==> src/rtl/pcf_ram.sv <==
// Generic simple dual-port RAM: one write port, one registered read port.
// No dependencies.
`timescale 1ns / 1ps

module pcf_ram #(
    parameter int WIDTH = 16,
    parameter int DEPTH = 256
) (
    input  logic                                      clk,
    input  logic                                      we,
    input  logic [((DEPTH > 1) ? $clog2(DEPTH) : 1)-1:0] waddr,
    input  logic [WIDTH-1:0]                          wdata,
    input  logic [((DEPTH > 1) ? $clog2(DEPTH) : 1)-1:0] raddr,
    output logic [WIDTH-1:0]                          rdata
);

    logic [WIDTH-1:0] mem [DEPTH];

    always_ff @(posedge clk)
    begin
        if (we)
        begin
            mem[waddr] <= wdata;
        end
        rdata <= mem[raddr];
    end

endmodule

==> config.mk <==
export PLATFORM = sky130hd
export DESIGN_NAME = pcf_ram
export DESIGN_NICKNAME = d
export VERILOG_FILES = /design/src/rtl/pcf_ram.sv
export SDC_FILE = /design/constraint.sdc
export NUM_CORES = 2
export LEC_CHECK = 0
export BUFFER_PORTS_ARGS = -buffer_cell sky130_fd_sc_hd__buf_2
export CORE_AREA = 3 3 598 600
export CTS_CLUSTER_SIZE = 40
export DETAILED_ROUTE_END_ITERATION = 10
export DIE_AREA = 0 0 601 603
export SETUP_SLACK_MARGIN = 0.5
export SLEW_MARGIN = 10
export SYNTH_ARGS = -nofsm -noshare
export SYNTH_HDL_FRONTEND = slang
export SYNTH_SLANG_ARGS = --single-unit
==> constraint.sdc <==
create_clock -name clk -period 2.9 [get_ports clk]
set_clock_uncertainty 0.1 [all_clocks]
set_input_delay 0.435 -clock clk [delete_from_list [all_inputs] [get_ports clk]]
set_output_delay 0.435 -clock clk [all_outputs]
set_load 0.02 [all_outputs]
==> flow_summary_export.csv <==
group,metric,value,unit
sta,max-slew-margin-rel,0.259,
synthesis,synth_area_per_cell,21.6,um2
floorplanning,die_height,603,um
setup_path,start_kind,"flop",
global_route,grt_first_pass_wirelength,615000,um
synthesis,yosys.cell_types.count,52,
global_route,grt_max_degree,105,
setup_path,critPathArrivalTime,3.31,ns
clock_network,clkTransAtPathRegs,0.06,ns
floorplanning,initial_utilization,0.450,
sta,slew_violations,0,
power_and_ir_drop,irDropWorstVdd,507,uV
global_route,overflow,0,
setup_path,worst-setup-path-type,"flop to flop",
floorplanning,die_area,362000,um2
sta,whs,0.172,ns
place,dp_hpwl,272000,um
cells_and_area,regArea,123000,um2
clock_network,cts.sinks,4112,
clock_network,clock_path_buffers,4,
clock_network,tritoncts,"built",
sta,min_period_over_period,0.894,
floorplanning,die_w,601,um
place,numPortBuffers,49,
synthesis,syn_area,159000,um2
detailed_routing,drc,0,
detailed_routing,postRouteAntennaNets,0,
detailed_routing,totalWireLength,431000,um
detailed_routing,post_drt_wl_per_cell,31.9,um
detailed_routing,viasPerCell,5.99,
power_and_ir_drop,p_leak,60.7,nW
sta,setup_violations,0,
run,maxCapViolCount,0,
synthesis,synth-async-reset-ratio,0,
synthesis,syn_nets,7394,
min_path,hold_class,"input port to flop",
detailed_routing,dr.pass1.iters,8,
cells_and_area,multi_input_area,34500,um2
sta,setup_tns,0,ns
sta,fin_crit,2.59,ns
setup_path,required,3.61,ns
synthesis,synth-seq-area-share,0.777,
synthesis,yosys_warnings,0,
setup_path,cp-end-kind,"flop",
global_route,globalRouteTotalUtil,0.236,
place,gp_congestion,0.888,
cells_and_area,drive_gt1_frac,0.325,
clock_network,cts_inserted_buffers,412,
detailed_routing,drt_iter0_markers,9848,
synthesis,synth_edf_count,4096,
clock_network,clock-root-buffer,"clkbuf_16",
clock_network,clock_latency,0.97,ns
synthesis,ys_ff_latch,4112,
sta,fmax,386,MHz
floorplanning,rows,218,
global_route,antenna_found_initial,20,
cells_and_area,final.fill_count,26800,
sta,hold_viol_final,0,
sta,tightest_slew,1.11,ns
floorplanning,core_region_area,353000,um2
global_route,grt_pass1_vias,81600,
power_and_ir_drop,cellPowerDensity,657,nW/um2
floorplanning,io_pins,50,
setup_path,critPathMaxFanout,1,
sta,rsz0062_at_grt,"true",
clock_network,cts-htree-levels,5,
synthesis,synth_flop_cell,"edfxtp_1",
synthesis,netlist_instances,7360,
detailed_routing,num_vias,81000,
cells_and_area,nNetsFinal,8495,
cells_and_area,area_delta_synth_final,18.4,%
run_status,outcome,"completed",
## area by class of cell
type | instances | area share
Clock inverter | 246 | 0.0107
Inverter | 4 | 0.000146
Clock buffer | 496 | 0.0570
Sequential cell | 4112 | 0.656
Multi-Input combinational cell | 2792 | 0.183
Antenna cell | 9 | 0.000120
Timing Repair Buffer | 1139 | 0.0611
Tap cell | 4730 | 0.0315
## path summary, 6_finish.rpt
check / slack [ns] / startpoint / to / cells after the start
worst max-delay path: 0.31 / mem[24][0] / rdata[0] / 6
worst min-delay path: 0.17 / waddr[1] / mem[175][4] / 4
worst max register to register: 0.31 / mem[24][0] / rdata[0] / 6
worst min register to register: 1.03 / mem[94][5] / rdata[5] / 5
## worst max-delay path, stage by stage, from the launching register on
cell and delay (ns):
edfxtp_1 0.37, mux4_2 0.48, mux4_2 0.57, a22o_1 0.28, o32ai_4 0.36, buf_4 0.22, nor4_1 0.06
## per-layer routing
| layer | track usage | up-vias | part of all wire |
|---|---|---|---|
| li1 | - | 33500 | - |
| met1 | 0.334 | 43400 | 0.41 |
| met2 | 0.376 | 3438 | 0.48 |
| met3 | 0.0364 | 641 | 0.077 |
| met4 | 0.0796 | 4 | 0.037 |
| met5 | 0 | - | 0.000063 |
## through the flow
stage,area [um2],utilization,cells,setup WS (ns),power (mW)
final,188000,0.533,13500,0.307,124
after CTS,187000,0.531,13500,0.267,124
after global placement,174000,0.493,12700,-0.920,73.8
after floorplan,160000,-,7360,0.309,70.2
after detailed placement,174000,0.493,12700,-1.01,73.9
after global routing,188000,0.533,13500,0.297,127
## where the power goes
part           internal [mW]  switching (mW)
clock network           28.4            22.2
logic                   2.91            4.42
registers               65.5           0.129
## logic make-up (layout without fill, tap and decap cells)
logic type | after synthesis | in the layout | share of synthesized area
DFF | 4112 | 4112 | 0.777
muxes | 1450 | 1450 | 0.155
AOI/OAI and AO/OA | 786 | 786 | 0.0354
and+or+nand+nor | 556 | 556 | 0.0157
buffers and inverters | 456 | 1885 | 0.0169
other | 0 | 9 | 0
## timing repair
action,CTS,global route
setup endpoints to repair,17,16
cloned,1,3
pin swaps,23,26
endpoints found under the hold margin,996,0
resized for setup,86,78
hold buffers,16,0
buffers inserted,4,4
## synth_stat cells (all sizes together) (4+ instances only)
cell        n  area share
a211oi     18     0.00085
buf       222       0.011
a31oi       6     0.00024
nand3      35      0.0011
o32ai      21      0.0012
edfxtp   4096        0.77
nand4      26      0.0010
dfxtp      16      0.0020
nor4       18     0.00075
a22o       32      0.0018
a221oi     28      0.0015
o21ai      38      0.0012
o22ai     148      0.0058
a2111oi     6     0.00033
or2         5     0.00020
o221ai    253       0.014
nor3       92      0.0029
a22oi      43      0.0020
inv         4    0.000095
and3       11     0.00043
mux2i     565       0.036
nor2      304      0.0072
a21oi     175      0.0055
o31ai      16     0.00076
mux4      797        0.11
nor2b       9     0.00035
clkbuf    230      0.0054
nand2      38     0.00090
mux2       88      0.0062
## placed cells by master, fill, tap and decap left out, types with 37 or more instances in the layout
master | synthesis | routed
edfxtp_1 | 4096 | 4096
buf_4 | 26 | 839
mux4_2 | 797 | 797
mux2i_1 | 565 | 565
clkbuf_16 | 0 | 419
o221ai_1 | 252 | 246
buf_12 | 5 | 202
a21oi_1 | 175 | 170
o22ai_1 | 148 | 148
nor2_1 | 304 | 121
nor2_2 | 0 | 121
clkinv_1 | 0 | 114
nor3_1 | 92 | 87
clkbuf_1 | 230 | 80
mux2_2 | 88 | 74
clkinv_2 | 0 | 72
nor2_4 | 0 | 62
a22oi_1 | 43 | 43
nand2_1 | 38 | 37
o21ai_0 | 37 | 37
## sequential cells by signal, indices dropped and copies added (netlist names)
name,count
rdata,16
mem,4096
Note: power is estimated with default switching activity, not from simulation.
